### src/hw/rtl/bcc_pkg.sv
// ----------------------------------------------------------------------------
// bcc_pkg
// Shared types and constants for the button click classifier.
// ----------------------------------------------------------------------------
package bcc_pkg;

    localparam int TIME_BITS   = 32;
    localparam int STAMP_BITS  = 32;
    localparam int QUEUE_DEPTH = 2;
    localparam int QPTR_BITS   = (QUEUE_DEPTH > 1) ? $clog2(QUEUE_DEPTH) : 1;
    localparam int QCNT_BITS   = $clog2(QUEUE_DEPTH + 1);

    localparam int CFG_IDX_BITS  = 2;
    localparam int CFG_DATA_BITS = 16;

    localparam logic [7:0]  DEBOUNCE_RST     = 8'd50;
    localparam logic [15:0] LONG_PRESS_RST   = 16'd1000;
    localparam logic [15:0] DOUBLE_CLICK_RST = 16'd500;

    typedef enum logic [CFG_IDX_BITS-1:0] {
        CFG_DEBOUNCE     = 2'd0,
        CFG_LONG_PRESS   = 2'd1,
        CFG_DOUBLE_CLICK = 2'd2
    } t_cfg_idx;

    typedef enum logic [1:0] {
        ACT_PRESS   = 2'd0,
        ACT_RELEASE = 2'd1,
        ACT_TICK    = 2'd2
    } t_action;

    typedef enum logic [1:0] {
        KIND_SINGLE = 2'd0,
        KIND_DOUBLE = 2'd1,
        KIND_LONG   = 2'd2
    } t_kind;

    typedef enum logic [1:0] {
        PH_IDLE   = 2'd0,
        PH_HELD   = 2'd1,
        PH_WAIT   = 2'd2,
        PH_SECOND = 2'd3
    } t_phase;

    typedef logic [TIME_BITS-1:0] t_time;

    typedef struct packed {
        t_action action;
        t_time   stamp;
    } t_item;

    typedef struct packed {
        logic [7:0]  debounce_ms;
        logic [15:0] long_press_ms;
        logic [15:0] double_click_ms;
    } t_cfg;

    typedef struct packed {
        logic valid;
        logic full;
    } t_q_status;

endpackage

### src/hw/rtl/button_click_classifier_unit.sv
// ----------------------------------------------------------------------------
// button_click_classifier_unit
// Debounces timestamped button edges and sorts gestures into single clicks,
// double clicks and long presses.
// ----------------------------------------------------------------------------
// Takes one transfer per clock cycle when not stalled; a result is registered
// in the output stage after its transfer passes the queue. The back end's
// gesture state update runs once per cycle unless stalled and sets the rate;
// a two-entry queue decouples input from output so either side can stall.
// Config writes go to debounce_ms, long_press_ms and double_click_ms at
// indexes 0, 1 and 2; write them only while no gesture work is in flight.
module button_click_classifier_unit (
    input  logic                              i_clk,
    input  logic                              i_rst_n,
    input  logic                              i_cfg_we,
    input  logic [bcc_pkg::CFG_IDX_BITS-1:0]  i_cfg_idx,
    input  logic [bcc_pkg::CFG_DATA_BITS-1:0] i_cfg_data,
    input  logic                              i_in_valid,
    output logic                              o_in_stall,
    input  logic [1:0]                        i_in_action,
    input  logic [bcc_pkg::STAMP_BITS-1:0]    i_in_stamp,
    output logic                              o_out_valid,
    input  logic                              i_out_stall,
    output logic [1:0]                        o_out_click_kind,
    output logic [bcc_pkg::STAMP_BITS-1:0]    o_out_press_time
);
    import bcc_pkg::*;

    t_cfg      r_cfg;
    t_q_status q_status;
    t_item     fe_item, q_item;
    logic      fe_push, be_pop;

    always_ff @(posedge i_clk) begin
        if (!i_rst_n) begin
            r_cfg.debounce_ms     <= DEBOUNCE_RST;
            r_cfg.long_press_ms   <= LONG_PRESS_RST;
            r_cfg.double_click_ms <= DOUBLE_CLICK_RST;
        end else if (i_cfg_we) begin
            unique case (i_cfg_idx)
                CFG_DEBOUNCE:     r_cfg.debounce_ms     <= i_cfg_data[7:0];
                CFG_LONG_PRESS:   r_cfg.long_press_ms   <= i_cfg_data;
                CFG_DOUBLE_CLICK: r_cfg.double_click_ms <= i_cfg_data;
                default:          r_cfg                 <= r_cfg;
            endcase
        end
    end

    bcc_front u_front (
        .i_valid    (i_in_valid),
        .i_action   (i_in_action),
        .i_stamp    (i_in_stamp),
        .i_q_status (q_status),
        .o_stall    (o_in_stall),
        .o_push     (fe_push),
        .o_item     (fe_item)
    );

    bcc_queue u_queue (
        .i_clk    (i_clk),
        .i_rst_n  (i_rst_n),
        .i_push   (fe_push),
        .i_item   (fe_item),
        .i_pop    (be_pop),
        .o_item   (q_item),
        .o_status (q_status)
    );

    bcc_back u_back (
        .i_clk        (i_clk),
        .i_rst_n      (i_rst_n),
        .i_cfg        (r_cfg),
        .i_q_valid    (q_status.valid),
        .i_item       (q_item),
        .o_pop        (be_pop),
        .o_valid      (o_out_valid),
        .i_stall      (i_out_stall),
        .o_click_kind (o_out_click_kind),
        .o_press_time (o_out_press_time)
    );

    a_reset_clears_out: assert property (@(posedge i_clk)
        !i_rst_n |=> !o_out_valid)
        else $error("output valid after reset");

    a_out_from_queue: assert property (@(posedge i_clk) disable iff (!i_rst_n)
        $rose(o_out_valid) |-> $past(q_status.valid))
        else $error("result without a queued item");

    a_push_fills_queue: assert property (@(posedge i_clk) disable iff (!i_rst_n)
        (fe_push && !q_status.valid) |=> q_status.valid)
        else $error("pushed item lost");

    a_no_pop_when_empty: assert property (@(posedge i_clk) disable iff (!i_rst_n)
        be_pop |-> q_status.valid)
        else $error("pop from empty queue");

endmodule

### src/hw/rtl/bcc_front.sv
// ----------------------------------------------------------------------------
// bcc_front
// Input side: takes transfers, decodes the action and pushes edges and ticks
// into the queue. Unused action codes are dropped here.
// ----------------------------------------------------------------------------
module bcc_front (
    input  logic                           i_valid,
    input  logic [1:0]                     i_action,
    input  logic [bcc_pkg::STAMP_BITS-1:0] i_stamp,
    input  bcc_pkg::t_q_status             i_q_status,
    output logic                           o_stall,
    output logic                           o_push,
    output bcc_pkg::t_item                 o_item
);
    import bcc_pkg::*;

    logic known;

    always_comb begin
        o_item.stamp  = t_time'(i_stamp);
        o_item.action = ACT_TICK;
        known         = 1'b1;
        unique case (i_action)
            ACT_PRESS:   o_item.action = ACT_PRESS;
            ACT_RELEASE: o_item.action = ACT_RELEASE;
            ACT_TICK:    o_item.action = ACT_TICK;
            default:     known = 1'b0;
        endcase
    end

    assign o_stall = i_q_status.full;
    assign o_push  = i_valid && !i_q_status.full && known;

endmodule

### src/hw/rtl/bcc_queue.sv
// ----------------------------------------------------------------------------
// bcc_queue
// Short FIFO between front and back so each side can stall on its own.
// ----------------------------------------------------------------------------
module bcc_queue (
    input  logic                i_clk,
    input  logic                i_rst_n,
    input  logic                i_push,
    input  bcc_pkg::t_item      i_item,
    input  logic                i_pop,
    output bcc_pkg::t_item      o_item,
    output bcc_pkg::t_q_status  o_status
);
    import bcc_pkg::*;

    t_item                r_mem [QUEUE_DEPTH];
    logic [QPTR_BITS-1:0] r_wr_ptr, n_wr_ptr;
    logic [QPTR_BITS-1:0] r_rd_ptr, n_rd_ptr;
    logic [QCNT_BITS-1:0] r_count,  n_count;
    logic                 do_pop;

    assign do_pop = i_pop && (r_count != '0);

    function automatic logic [QPTR_BITS-1:0] ptr_inc(input logic [QPTR_BITS-1:0] p);
        logic [QPTR_BITS-1:0] r;
        if (p == QPTR_BITS'(QUEUE_DEPTH - 1)) begin
            r = '0;
        end else begin
            r = p + 1'b1;
        end
        return r;
    endfunction

    always_comb begin
        n_wr_ptr = i_push ? ptr_inc(r_wr_ptr) : r_wr_ptr;
        n_rd_ptr = do_pop ? ptr_inc(r_rd_ptr) : r_rd_ptr;
        n_count  = r_count;
        if (i_push && !do_pop) begin
            n_count = r_count + 1'b1;
        end else if (!i_push && do_pop) begin
            n_count = r_count - 1'b1;
        end
    end

    always_ff @(posedge i_clk) begin
        if (!i_rst_n) begin
            r_wr_ptr <= '0;
            r_rd_ptr <= '0;
            r_count  <= '0;
        end else begin
            r_wr_ptr <= n_wr_ptr;
            r_rd_ptr <= n_rd_ptr;
            r_count  <= n_count;
        end
    end

    always_ff @(posedge i_clk) begin
        if (i_push) begin
            r_mem[r_wr_ptr] <= i_item;
        end
    end

    assign o_item         = r_mem[r_rd_ptr];
    assign o_status.valid = (r_count != '0);
    assign o_status.full  = (r_count == QCNT_BITS'(QUEUE_DEPTH));

endmodule

### src/hw/rtl/bcc_back.sv
// ----------------------------------------------------------------------------
// bcc_back
// Gesture state machine: debounce, phase tracking and classification, with a
// registered output stage.
// ----------------------------------------------------------------------------
module bcc_back (
    input  logic                           i_clk,
    input  logic                           i_rst_n,
    input  bcc_pkg::t_cfg                  i_cfg,
    input  logic                           i_q_valid,
    input  bcc_pkg::t_item                 i_item,
    output logic                           o_pop,
    output logic                           o_valid,
    input  logic                           i_stall,
    output logic [1:0]                     o_click_kind,
    output logic [bcc_pkg::STAMP_BITS-1:0] o_press_time
);
    import bcc_pkg::*;

    t_phase r_phase, n_phase;
    t_time  r_last_edge;
    t_time  r_first_press;
    t_time  r_first_release;

    logic                  r_out_valid;
    t_kind                 r_out_kind;
    logic [STAMP_BITS-1:0] r_out_press;

    t_time now, el_last, el_press, el_rel;
    logic  is_edge, is_press, is_tick, deb_drop, edge_ok, in_window, is_long;
    logic  emit, set_press, set_release;
    t_kind kind;

    assign o_pop = i_q_valid && (!r_out_valid || !i_stall);

    assign now       = i_item.stamp;
    assign el_last   = now - r_last_edge;
    assign el_press  = now - r_first_press;
    assign el_rel    = now - r_first_release;
    assign is_tick   = (i_item.action == ACT_TICK);
    assign is_press  = (i_item.action == ACT_PRESS);
    assign is_edge   = !is_tick;
    assign deb_drop  = (i_cfg.debounce_ms != '0) && (el_last < t_time'(i_cfg.debounce_ms));
    assign edge_ok   = o_pop && is_edge && !deb_drop;
    assign in_window = (el_rel <= t_time'(i_cfg.double_click_ms));
    assign is_long   = (el_press >= t_time'(i_cfg.long_press_ms));

    // next phase
    always_comb begin
        n_phase = r_phase;
        if (o_pop && is_tick) begin
            if (r_phase == PH_WAIT && !in_window) begin
                n_phase = PH_IDLE;
            end
        end else if (edge_ok && is_press) begin
            unique case (r_phase)
                PH_IDLE:   n_phase = PH_HELD;
                PH_WAIT:   n_phase = in_window ? PH_SECOND : PH_HELD;
                PH_HELD,
                PH_SECOND: n_phase = r_phase;
            endcase
        end else if (edge_ok) begin
            unique case (r_phase)
                PH_HELD:   n_phase = is_long ? PH_IDLE : PH_WAIT;
                PH_SECOND: n_phase = PH_IDLE;
                PH_IDLE,
                PH_WAIT:   n_phase = r_phase;
            endcase
        end
    end

    // results and captures
    always_comb begin
        emit        = 1'b0;
        kind        = KIND_SINGLE;
        set_press   = 1'b0;
        set_release = 1'b0;
        if (o_pop && is_tick) begin
            emit = (r_phase == PH_WAIT) && !in_window;
        end else if (edge_ok && is_press) begin
            unique case (r_phase)
                PH_IDLE: set_press = 1'b1;
                PH_WAIT: begin
                    emit      = !in_window;
                    set_press = !in_window;
                end
                PH_HELD, PH_SECOND: emit = 1'b0;
            endcase
        end else if (edge_ok) begin
            unique case (r_phase)
                PH_HELD: begin
                    emit        = is_long;
                    kind        = KIND_LONG;
                    set_release = !is_long;
                end
                PH_SECOND: begin
                    emit = 1'b1;
                    kind = KIND_DOUBLE;
                end
                PH_IDLE, PH_WAIT: emit = 1'b0;
            endcase
        end
    end

    always_ff @(posedge i_clk) begin
        if (!i_rst_n) begin
            r_phase         <= PH_IDLE;
            r_last_edge     <= '0;
            r_first_press   <= '0;
            r_first_release <= '0;
            r_out_valid     <= 1'b0;
        end else begin
            r_phase <= n_phase;
            if (edge_ok) begin
                r_last_edge <= now;
            end
            if (set_press) begin
                r_first_press <= now;
            end
            if (set_release) begin
                r_first_release <= now;
            end
            if (o_pop) begin
                r_out_valid <= emit;
            end else if (!i_stall) begin
                r_out_valid <= 1'b0;
            end
        end
    end

    always_ff @(posedge i_clk) begin
        if (o_pop && emit) begin
            r_out_kind  <= kind;
            r_out_press <= STAMP_BITS'(r_first_press);
        end
    end

    assign o_valid      = r_out_valid;
    assign o_click_kind = r_out_kind;
    assign o_press_time = r_out_press;

endmodule

### config.mk
export PLATFORM = sky130hd
export DESIGN_NAME = button_click_classifier_unit
export DESIGN_NICKNAME = d
export VERILOG_FILES = /design/src/hw/rtl/bcc_pkg.sv /design/src/hw/rtl/button_click_classifier_unit.sv /design/src/hw/rtl/bcc_front.sv /design/src/hw/rtl/bcc_queue.sv /design/src/hw/rtl/bcc_back.sv
export SDC_FILE = /design/constraint.sdc
export NUM_CORES = 1
export LEC_CHECK = 0
export ABC_AREA = 1
export BUFFER_PORTS_ARGS = -buffer_cell sky130_fd_sc_hd__buf_2
export CORE_MARGIN = 2
export CORE_UTILIZATION = 29
export CTS_CLUSTER_DIAMETER = 80
export DETAILED_ROUTE_END_ITERATION = 12
export MAX_ROUTING_LAYER = met4
export PLACE_DENSITY_LB_ADDON = 0.25
export SLEW_MARGIN = 20
export SYNTH_ARGS = -nofsm -noshare
export SYNTH_HDL_FRONTEND = slang
export SYNTH_HIERARCHICAL = 1
export SYNTH_SLANG_ARGS = --single-unit
### constraint.sdc
create_clock -name i_clk -period 6.17 [get_ports i_clk]
set_clock_uncertainty 0.1 [all_clocks]
set_input_delay 0.3085 -clock i_clk [delete_from_list [all_inputs] [get_ports i_clk]]
set_output_delay 0.3085 -clock i_clk [all_outputs]
set_load 0.005 [all_outputs]
==> results.md, run 1 <==
- The flow ran to the end, and the final reports show no timing, DRC or antenna violations.
- The number of cell instances on the worst register-to-register path is 23.
- The layout cell share with drive strength beyond 1 is 0.07739.
- The number of hold buffers added after CTS was 52.
- After synthesis the cells add up to 17960 um2.
- The headroom to the max-slew limit is 0.3850.
- The number of antenna diodes in the final layout is 0.
- The initial antenna violation count came to 1.
- The y dimension of the die is 252.9 um.
- The core region is 61480 um2.
- The iteration count of the initial detailed-routing pass is 6.
- Once detail routing completed, the nets flagged for antenna violations numbered 0.
- In this run the count of I/O pins placed on the die edge is 93.
- Max-cap violations in this run came to 0.
- In this run the worst hold path is classified as in2reg.
- For this block, the via count after detailed routing is 16060.
- The full die area is 63950 um2.
- The critical path goes through mux2_4, ha_1, nand2_1, nand2_1, inv_1, nand2_1, nand2_1, nand2_1, nand2_1, nand2_1, xor2_1, ha_1, a21oi_1, nor3_1, a211oi_1, nand2_1, nand2_1, nand3_1, nor2_1, nand2_4, inv_4, nor2_1, nor2_1.
- After detailed placement, the total cell area comes to 18880 um2.
- After synthesis, the netlist uses 44 different library cells.
- The final-layout worst hold slack is 53.86 ps.
- The cell chosen for the clock root is clkbuf_16.
- The synthesized netlist net count is 2859.
- The flip-flop and latch count after synthesis is 246.
- Summed over all failing endpoints, the final setup total negative slack is 0 ps.
- The kind of cell adding the most delay to the critical path is simple AND/OR/NAND/NOR gates.
- In this design, the critical path's most frequently occurring cell is nand2_1.
- The x dimension of the die is 252.9 um.
- Post-CTS repair changed the size of 0 cells.
- CTS saw 246 sinks.
- The total number of nets in the final design is 2959.
- The TritonCTS clock tree is yes.
- Summed over all instances, the cell type with the most area after synthesis is edfxtp_1.
- At the pin with the least slew margin, the transition time is 922.5 ps.
- The average size of a mapped cell is 6.738 um2.
- The most used flip-flop cell after synthesis is dfxtp_1.
- The worst hold path endpoint is r_cfg[24]$_SDFFE_PN1P_.
- Based on the critical path, the design can be clocked at up to 0.1844 GHz.
- The arrival time reported for the critical path endpoint is 5840 ps.
- Clock tree synthesis inserted a total of 31 buffers.
- After synthesis, the cell types taking the most area are edfxtp_1 17%, nand2_1 17%, dfxtp_1 16%.
- The total number of yosys warnings is 6.
- The number of violations reported at the end of detailed-routing iteration 0 is 816.
- The last weighted congestion value of the routability-driven placer is 0.9307.
- The cell total after placement is 3470.
- The final hold violation count came to 0.
- The static leakage is 10.24 nW.
- The row count is 91.
- Data on the critical path is required at its endpoint by 6590 ps.
- The final design instance area without fill is 20560 um2.
- The insertion delay of the later-clocked pin in the worst-skew pair is 590 ps.
- The end of the worst register-to-register path is u_back/r_first_release[14]$_SDFFE_PN0P_.
- The startpoint of the worst hold path is i_cfg_idx[1].
- The share of synthesized flip-flops with an asynchronous set or reset is 0.
- The initial core utilization is 0.2922.
- The worst supply voltage drop on vdd is 0.0004124 V.
- Port buffering added 92 buffers.
- The worst-path maximum fanout is 33.
- Dividing the detail-routed via count by the number of cells gives 4.485.
- The wire length per cell is 15.01 um.
- By instance count, the leading cell after synthesis is nand2_1.
- After global routing the overflow that remains totals 0.
- The global-route wire length before repair is 84.78 mm.
- The share of synthesized area in the top cell type comes to 0.1705.
- Buffers added to address setup during post-CTS repair amount to 0.
- Synthesis produced a netlist whose cell count is 2666.
- The max-slew violation total from the final report is 0.
- Leaving out filler cells and counting taps, the final layout contains 3581.
- The post-route fraction of the period consumed by the critical path is 0.8792.
- The setup violation total in the final timing report is 0.
- Entering global routing, the biggest net connects 94 pins.
- The depth of the worst hold-timing path is 4.
- The H-tree depth is 1.
- The number of global-route vias before repair is 15770.
- The minimum clock period after layout is 5424 ps.
- Together, buffers and inverters on the worst path number 2.
- The maximum clock insertion buffer count is 3.
- The final layout contains routed wiring with a total length of 53.75 mm.
- The critical-path cell with the highest stage delay is dfxtp_2.
- Clock-pin slew was measured on the worst setup and hold paths at 60 ps.
- The worst setup path is of the reg2reg kind.
- Summed over all nets, the half-perimeter wirelength after detailed placement is 43.00 mm.
- Setup repair after global routing left no endpoint under its margin.
- The number of flops mapped to enable cells by yosys is 102.
- The delay of the slowest cell on the worst path is 730 ps.
- The commonest cells after synthesis are 812 x nand2_1, 509 x inv_1, 292 x nor2_1, 147 x a21oi_1, 144 x dfxtp_1.
- The setup slack of the worst register-to-register path is 750 ps.
- STA classifies the critical path startpoint as a register.
- The kind of capture point of the worst setup path is a register.
- Compared with the post-synthesis result, the final layout area differs by 14.44%.
- The power density relative to cell area is 518.4 nW/um2.
- The post-detailed-route DRC marker count is 0.
- Across every metal layer, demand over resource in global routing totals 0.1741.
- The sequential element share of the synthesized area is 0.3310.
[worst min-delay path, delay by kind of cell]
| kind | cells | cell delay, ps |
|---|---|---|
| buf+inv | 2 | 220 |
| simple gates | 2 | 160 |
[cell type report]
class | count | area, um2
fill | 6739 | 40930
sequential | 246 | 5947
clock buffer | 36 | 804.5
timing repair buffer | 150 | 1041
tap | 790 | 988.4
clock inverter | 22 | 336.6
multi-input combinational | 1820 | 9498
inverter | 517 | 1943
[report_power, final]
group | total (mW) | switching [mW] | internal [mW]
clock | 2.01 | 0.767 | 1.24
sequential | 2.19 | 0.156 | 2.03
combinational | 6.46 | 4.24 | 2.22
[registers in the layout, indices dropped and copies added, names as in the netlist, 32 cells and up, named ones only]
name                    flops
u_back/r_first_release     32
r_cfg                      40
u_back/o_press_time        32
u_back/r_first_press       32
u_queue/r_mem              68
u_back/r_last_edge         32
[worst max path at each step]
| stage | from | end | slack (ps) | cells after the start |
|---|---|---|---|---|
| finish | register | u_back/r_first_release[14]$_SDFFE_PN0P_ | 750 | 23 |
| global route | register | u_back/r_first_release[10]$_SDFFE_PN0P_ | 380 | 25 |
| CTS | register | u_back/r_first_release[14]$_SDFFE_PN0P_ | 870 | 25 |
| detailed placement | register | u_back/r_first_release[18]$_SDFFE_PN0P_ | 900 | 25 |
| global placement | register | u_back/r_first_release[14]$_SDFFE_PN0P_ | 880 | 23 |
| floorplan | register | u_back/o_click_kind[0]$_SDFFCE_PP0P_ | 1720 | 25 |
[stage by stage]
stage | worst slack, ps | utilization | total power [mW]
floorplan | 1720 | - | 6.965
global placement | 876.6 | 0.3070 | 8.665
detailed placement | 900.0 | 0.3070 | 8.649
CTS | 868.1 | 0.3340 | 10.75
global route | 384.0 | 0.3344 | 11.78
finish | 745.6 | 0.3344 | 10.66
[layout by cell type (no fill, tap or decap), types with 4 or more instances in the layout]
cell,netlist,final
a21oi_1,147,147
a21oi_2,7,7
and2_1,11,11
buf_2,11,91
buf_4,38,6
bufinv_16,0,7
clkbuf_1,19,4
clkbuf_16,0,31
dfxtp_1,144,143
dlygate4sd3_1,0,52
edfxtp_1,102,102
ha_1,133,133
inv_1,509,508
inv_2,7,8
mux2_2,4,4
mux2_4,30,30
nand2_1,812,812
nand2_4,4,4
nand3_1,123,123
nand3b_1,20,20
nand4_1,34,34
nor2_1,292,291
nor2_2,6,6
nor3_1,20,20
o21ai_0,81,81
o21ai_1,29,29
o21bai_1,7,7
xnor2_1,5,5
xor2_1,33,33
[cells by family (layout without fill, tap and decap cells)]
kind of cell               count (synthesis)  count (layout)  share of synthesized area
DFF                                      246             246                     0.3310
and+or+nand+nor                         1330            1330                     0.3037
muxes                                     34              34                    0.02758
buffers and inverters                    600             725                     0.1408
xor gates and xnor gates                  38              38                    0.01853
adders and majority gates                136             136                    0.09597
AOI/OAI and AO/OA                        282             282                    0.08246
[metal layers]
layer,track usage,part of all wire,vias up
met2,0.3031,0.48,263
met4,0.05731,0.034,0
met3,0.01809,0.039,92
met5,-,0,-
met1,0.2101,0.44,7220
li1,-,-,8487
(Power assumes the default switching activity.)
==> run 2: changes to the inputs <==
--- a/config.mk
+++ b/config.mk
@@ -11,6 +11,7 @@
 export CORE_UTILIZATION = 29
 export CTS_CLUSTER_DIAMETER = 80
 export DETAILED_ROUTE_END_ITERATION = 12
+export GPL_TIMING_DRIVEN = 0
 export MAX_ROUTING_LAYER = met4
 export PLACE_DENSITY_LB_ADDON = 0.25
 export SLEW_MARGIN = 20
==> results.md, run 2 (same netlist as run 1, synthesis figures left out) <==
- The flow ran to the end, and the final reports show no timing, DRC or antenna violations.
- The TritonCTS clock tree is yes.
- The setup TNS is 0 ps (unchanged).
- The number of violations reported at the end of detailed-routing iteration 0 is 808 (-0.98%).
- The H-tree depth is 1 (unchanged).
- CTS placed an instance of clkbuf_16 at the clock tree root.
- The average vias per placed instance was 4.472 (-0.30%).
- The setup slack of the worst register-to-register path is 900 ps (+160 ps).
- The static leakage is 10.39 nW (+1.4%).
- The initial core utilization is 0.2922 (unchanged).
- The number of resized instances in the post-cts repair step is 0 (unchanged).
- The power density relative to cell area was 508.8 nW/um2 (-1.9%).
- The final hold violation count is 0 (unchanged).
- The post-route fraction of the period consumed by the critical path is 0.8538 (-0.02538).
- The number of global-route vias before repair is 15810 (+0.24%).
- The end of the worst register-to-register path is u_back/r_first_press[26]$_SDFFE_PN0P_.
- The arrival time reported for the critical path endpoint was 5630 ps (-210 ps).
- The max-capacitance violation count was 0 (unchanged).
- The type of the setup path with the least slack is reg2reg.
- The global-route total usage across every layer is 0.1766 (+0.002505).
- The depth of the worst hold-timing path is 5 (+1).
- The initial antenna violation count is 1 (unchanged).
- The clock transition at the register clock pins on the worst setup and hold paths after CTS is 60 ps (about the same).
- The global-route wire length before repair was 85.70 mm (+1.1%).
- The number of cell instances on the worst register-to-register path was 30 (+30%).
- The startpoint of the worst hold path is i_cfg_idx[1].
- The worst hold path endpoint is r_cfg[35]$_SDFFE_PN0P_.
- The maximum number of pins on one net before global-route repair is 23 (-76%).
- The global-route met2 utilization was 0.3172 (+0.01413).
- In the layout the commonest cells are 812 x nand2_1, 507 x inv_1, 291 x nor2_1.
- The post-detailed-route DRC marker count was 0 (unchanged).
- The iteration count of the initial detailed-routing pass is 5 (-1).
- The worst setup path is launched from a register.
- The insertion delay of the later-clocked pin in the worst-skew pair was 600 ps (about the same).
- The layer flagged by global routing as most heavily used is met2.
- The clock buffer count from CTS is 31 (unchanged).
- The x dimension of the die is 252.9 um (unchanged).
- The headroom to the max-slew limit is 0.5566 (+0.1716).
- Setup repair after global routing left no endpoint under its margin.
- The wire length per cell is 15.03 um (+0.15%).
- The port buffer count is 58 (-37%).
- In the final layout, the registers with the most flip-flops are u_queue/r_mem: 68 flops, r_cfg: 40 flops.
- The last weighted congestion value of the routability-driven placer is 0.9233 (-0.80%).
- The maximum clock frequency is 0.1898 GHz (+3.0%).
- The number of antenna diodes is 0 (unchanged).
- The cell that appears most often on the critical path is nand2_1.
- The core outline area is 61480 um2 (unchanged).
- The number of nets still failing antenna checks after routing is 0 (unchanged).
- The worst hold-check path type is in2reg.
- The worst-path maximum fanout is 10 (-70%).
- The number of flip-flops in the largest register is 68 (unchanged).
- The number of top-level pins is 93 (unchanged).
- Ranked by flip-flop count, first place goes to u_queue/r_mem.
- The row count is 91 (unchanged).
- The met3 track demand over resource in global routing was 0.01634 (-0.001748).
- The full die area came to 63950 um2 (unchanged).
- The setup violation total in the final timing report is 0 (unchanged).
- The via count of the routed design came to 16220 (+1.0%).
- The data required time of the critical path was 6530 ps (-60 ps).
- The total number of nets in the final design is 3006 (+1.6%).
- The area overhead of the layout relative to synthesis is 16.26%.
- The final HPWL from detailed placement was 45.11 mm (+4.9%).
- The max-slew violation total from the final report is 0 (unchanged).
- The delay of the slowest cell on the worst path is 420 ps (-310 ps).
- The maximum clock insertion buffer count is 3 (unchanged).
- The most common cell after layout, fill and taps aside is nand2_1.
- The critical-path cell with the highest stage delay is fa_1.
- The sum of overflow across all layers after global routing came to 0 (unchanged).
- STA classifies the critical path endpoint as a register.
- The total number of clock tree sinks is 246 (unchanged).
- The final-layout worst hold slack was 59.44 ps (+5.579 ps).
- The minimum clock period after layout is 5268 ps (-156.6 ps).
- The y dimension of the die was 252.9 um (unchanged).
- The layout cell share with drive strength beyond 1 is 0.08457 (+0.007175).
- The actual slew at the worst max-slew pin is 665.1 ps (-257.4 ps).
- The global routing met1 resource utilization is 0.2115 (+0.001397).
- The worst supply voltage drop on vdd is 0.0002673 V (-35%).
- The wire length after detailed routing is 54.54 mm (+1.5%).
-- run 2: metrics by stage --
stage | instance area, um2 | std cells | util | power (mW) | setup WS, ps
after CTS | 20890 | 3628 | 0.3397 | 10.70 | 841.8
after global routing | 20890 | 3628 | 0.3397 | 11.74 | 522.0
after global placement | 19240 | 3514 | 0.3130 | 8.777 | 220.8
after floorplan | 17960 | 2666 | - | 6.965 | 1720
final | 20890 | 3628 | 0.3397 | 10.63 | 902.2
after detailed placement | 19320 | 3517 | 0.3142 | 8.795 | 909.3
-- run 2: worst max path at each step --
stage,start,to,slack [ps],depth (start not counted)
floorplan,register,u_back/o_click_kind[0]$_SDFFCE_PP0P_,1720,25
global placement,register,u_back/o_press_time[14]$_DFFE_PP_,220,29
detailed placement,register,u_back/o_press_time[27]$_DFFE_PP_,910,30
CTS,register,u_back/o_press_time[27]$_DFFE_PP_,840,30
global route,register,u_back/o_press_time[27]$_DFFE_PP_,520,29
finish,register,u_back/r_first_press[26]$_SDFFE_PN0P_,900,30
-- run 2: worst max-delay path, delay by kind of cell (launching register included) --
| family | cells | cell delay (ps) |
|---|---|---|
| compound gates | 3 | 320 |
| simple gates | 17 | 1940 |
| buf+inv | 5 | 890 |
| mux | 1 | 220 |
| xor+xnor | 1 | 330 |
| fa+ha+maj | 3 | 980 |
| flops | 1 | 330 |
-- run 2: final cells by class --
class | instances | area [um2]
inverter | 517 | 1943
tap | 790 | 988.4
multi-input combinational | 1820 | 9498
clock buffer | 37 | 818.3
timing repair buffer | 114 | 888.4
sequential | 246 | 5946
fill | 6820 | 40600
buffer | 83 | 585.6
clock inverter | 21 | 219.0
-- run 2: power by group --
group,switching [mW],internal (mW),leakage (nW)
logic,4.35,2.29,7.75
registers,0.131,2.03,2.12
clock network,0.750,1.08,0.510
-- run 2: routing by layer --
layer	part of all wire	vias to the layer above
li1	-	8590
met1	0.44	7296
met2	0.49	265
met3	0.035	73
met4	0.027	0
met5	0	-
-- run 2: repair_timing --
action,in CTS,in global routing
hold buffers,53,0
setup buffers,0,0
endpoints found under the hold margin,110,0
==> run 3: changes to the inputs <==
==> constraint.sdc (replaced) <==
create_clock -name i_clk -period 6.17 [get_ports i_clk]
set_clock_uncertainty 0.1 [all_clocks]
set_input_delay 0.617 -clock i_clk [delete_from_list [all_inputs] [get_ports i_clk]]
set_output_delay 0.617 -clock i_clk [all_outputs]
set_load 0.05 [all_outputs]
==> results.md, run 3 (same netlist as run 1, synthesis figures left out) <==
- The final HPWL from detailed placement was 45.11 mm (unchanged).
- The x dimension of the die is 252.9 um (unchanged).
- The actual slew at the worst max-slew pin is 654.0 ps (-11.07 ps).
- The number of top-level pins came to 93 (unchanged).
- In the layout the commonest cells are 812 x nand2_1, 507 x inv_1, 291 x nor2_1.
- Clock tree synthesis selected as its root buffer the cell clkbuf_16.
- The number of nets still failing antenna checks after routing is 0 (unchanged).
- The wire length per cell is 15.18 um (+1.0%).
- The number of violations reported at the end of detailed-routing iteration 0 came to 837 (+3.6%).
- The post-route fraction of the period consumed by the critical path is 0.8570 (+0.003211).
- The number of global-route vias before repair was 15590 (-1.4%).
- The wire length after detailed routing was 54.28 mm (-0.47%).
- The clock transition at the register clock pins on the worst setup and hold paths after CTS was 60 ps (about the same).
- The layout cell share with drive strength beyond 1 is 0.08618 (+0.001609).
- The worst hold-check path type is in2reg.
- The number of antenna diodes was 0 (unchanged).
- By startpoint and endpoint, the worst setup path is classified as reg2reg.
- The initial antenna violation count came to 1 (unchanged).
- The sequential cell area is 5946 um2 (unchanged).
- The iteration count of the initial detailed-routing pass is 6 (+1).
- The insertion delay of the later-clocked pin in the worst-skew pair came to 590 ps (about the same).
- The number of fillers in the final layout came to 6860 (+0.59%).
- The worst-path maximum fanout was 20 (+10).
- The total number of clock tree sinks is 246 (unchanged).
- The initial core utilization is 0.2922 (unchanged).
- The global-route wire length before repair is 84.99 mm (-0.83%).
- The average vias per placed instance came to 4.484 (+0.28%).
- The arrival time reported for the critical path endpoint was 5470 ps (-160 ps).
- The largest register by flop count is u_queue/r_mem.
- The area used by multi-input combinational logic came to 9498 um2 (unchanged).
- The data required time of the critical path is 6360 ps (-170 ps).
- The port buffer count came to 58 (unchanged).
- The last weighted congestion value of the routability-driven placer is 0.9233 (unchanged).
- The most common cell after layout, fill and taps aside is nand2_1.
- The area overhead of the layout relative to synthesis is 13.31%.
- The maximum clock insertion buffer count is 3 (unchanged).
- The H-tree depth came to 1 (unchanged).
- The total number of nets in the final design is 2953 (-1.8%).
- The minimum clock period after layout is 5288 ps (+19.81 ps).
- The final hold violation count is 0 (unchanged).
- The full die area is 63950 um2 (unchanged).
- Counting stages on the worst path, the most repeated cell is nand2_1.
- The setup violation total in the final timing report is 0 (unchanged).
- The flow ran to the end, and the final reports show no timing, DRC or antenna violations.
- The overall power is 10.76 mW (+1.3%).
- The number of buffers inserted for hold repair after clock tree synthesis is 0 (-100%).
- The setup TNS is 0 ps (unchanged).
- The maximum clock frequency is 0.1891 GHz (-0.37%).
- The worst path buffer plus inverter count was 6 (+1).
- The number of resized instances in the post-cts repair step is 0 (unchanged).
- On the critical path the largest part of the delay comes from simple AND/OR/NAND/NOR gates.
- The maximum number of pins on one net before global-route repair is 23 (unchanged).
- The power density relative to cell area was 528.8 nW/um2 (+3.9%).
- The number of flip-flops in the largest register is 68 (unchanged).
- The TritonCTS clock tree is yes.
- The via count of the routed design was 16030 (-1.2%).
- The post-detailed-route DRC marker count is 0 (unchanged).
- The sum of overflow across all layers after global routing was 0 (unchanged).
- The row count came to 91 (unchanged).
- The max-slew violation total from the final report is 0 (unchanged).
- The type of element launching the critical path is a register.
- Setup repair after global routing left no endpoint under its margin.
- The global-route total usage across every layer is 0.1756 (-0.001047).
- The largest registers in the layout are u_queue/r_mem: 68 flops, r_cfg: 40 flops.
- The worst supply voltage drop on vdd is 0.0002675 V (about the same).
- The delay of the slowest cell on the worst path came to 420 ps (about the same).
- The y dimension of the die is 252.9 um (unchanged).
- The critical-path cell with the highest stage delay is fa_1.
- The clock buffer count from CTS came to 31 (unchanged).
- The number of buffers added for setup after CTS was 0 (unchanged).
- The max-capacitance violation count is 0 (unchanged).
- The headroom to the max-slew limit is 0.5640 (+0.007378).
- The core outline area is 61480 um2 (unchanged).
- The worst setup path is captured at a register.
- The static leakage was 10.17 nW (-2.1%).
## run 3: layer usage
layer | routed length (um) | global-route usage
met2 | 26870 | 0.3148
met4 | 1465 | 0.04480
met3 | 1781 | 0.01634
met5 | 0 | -
met1 | 24170 | 0.2105
## run 3: area by class of cell
cell class,instances,share of cell area
plain buffers,83,0.02877
flip-flops and latches,246,0.2921
multi-input cells,1820,0.4666
well taps,790,0.04856
clock buffers,37,0.04020
clock inverters,21,0.01076
repair buffers,61,0.01758
inverters,517,0.09546
## run 3: path summary, 6_finish.rpt
path	startpoint	endpoint	slack, ps	cells past startpoint
min reg2reg	u_back/r_first_press[13]$_SDFFE_PN0P_	u_back/o_press_time[13]$_DFFE_PP_	330	0
max reg2reg	register	u_back/o_press_time[27]$_DFFE_PP_	880	30
max	register	u_back/o_press_time[27]$_DFFE_PP_	880	30
min	i_in_stamp[5]	u_queue/r_mem[0][5]$_DFFE_PP_	110	1
## run 3: through the flow
step	util	cell area [um2]	instances	hold slack [ps]	worst slack (ps)
2_1_floorplan	-	17960	2666	308.2	1720
3_5_place_dp	0.3142	19320	3517	316.1	909.3
4_1_cts	0.3311	20360	3575	69.44	841.8
6_report	0.3311	20360	3575	106.4	882.4
3_3_place_gp	0.3130	19240	3514	315.6	220.8
5_1_grt	0.3311	20360	3575	71.52	522.0
## run 3: power by group
| group | switching (mW) | internal, mW |
|---|---|---|
| clock | 0.748 | 1.08 |
| combinational | 4.51 | 2.27 |
| sequential | 0.131 | 2.03 |
| total | 5.39 | 5.38 |
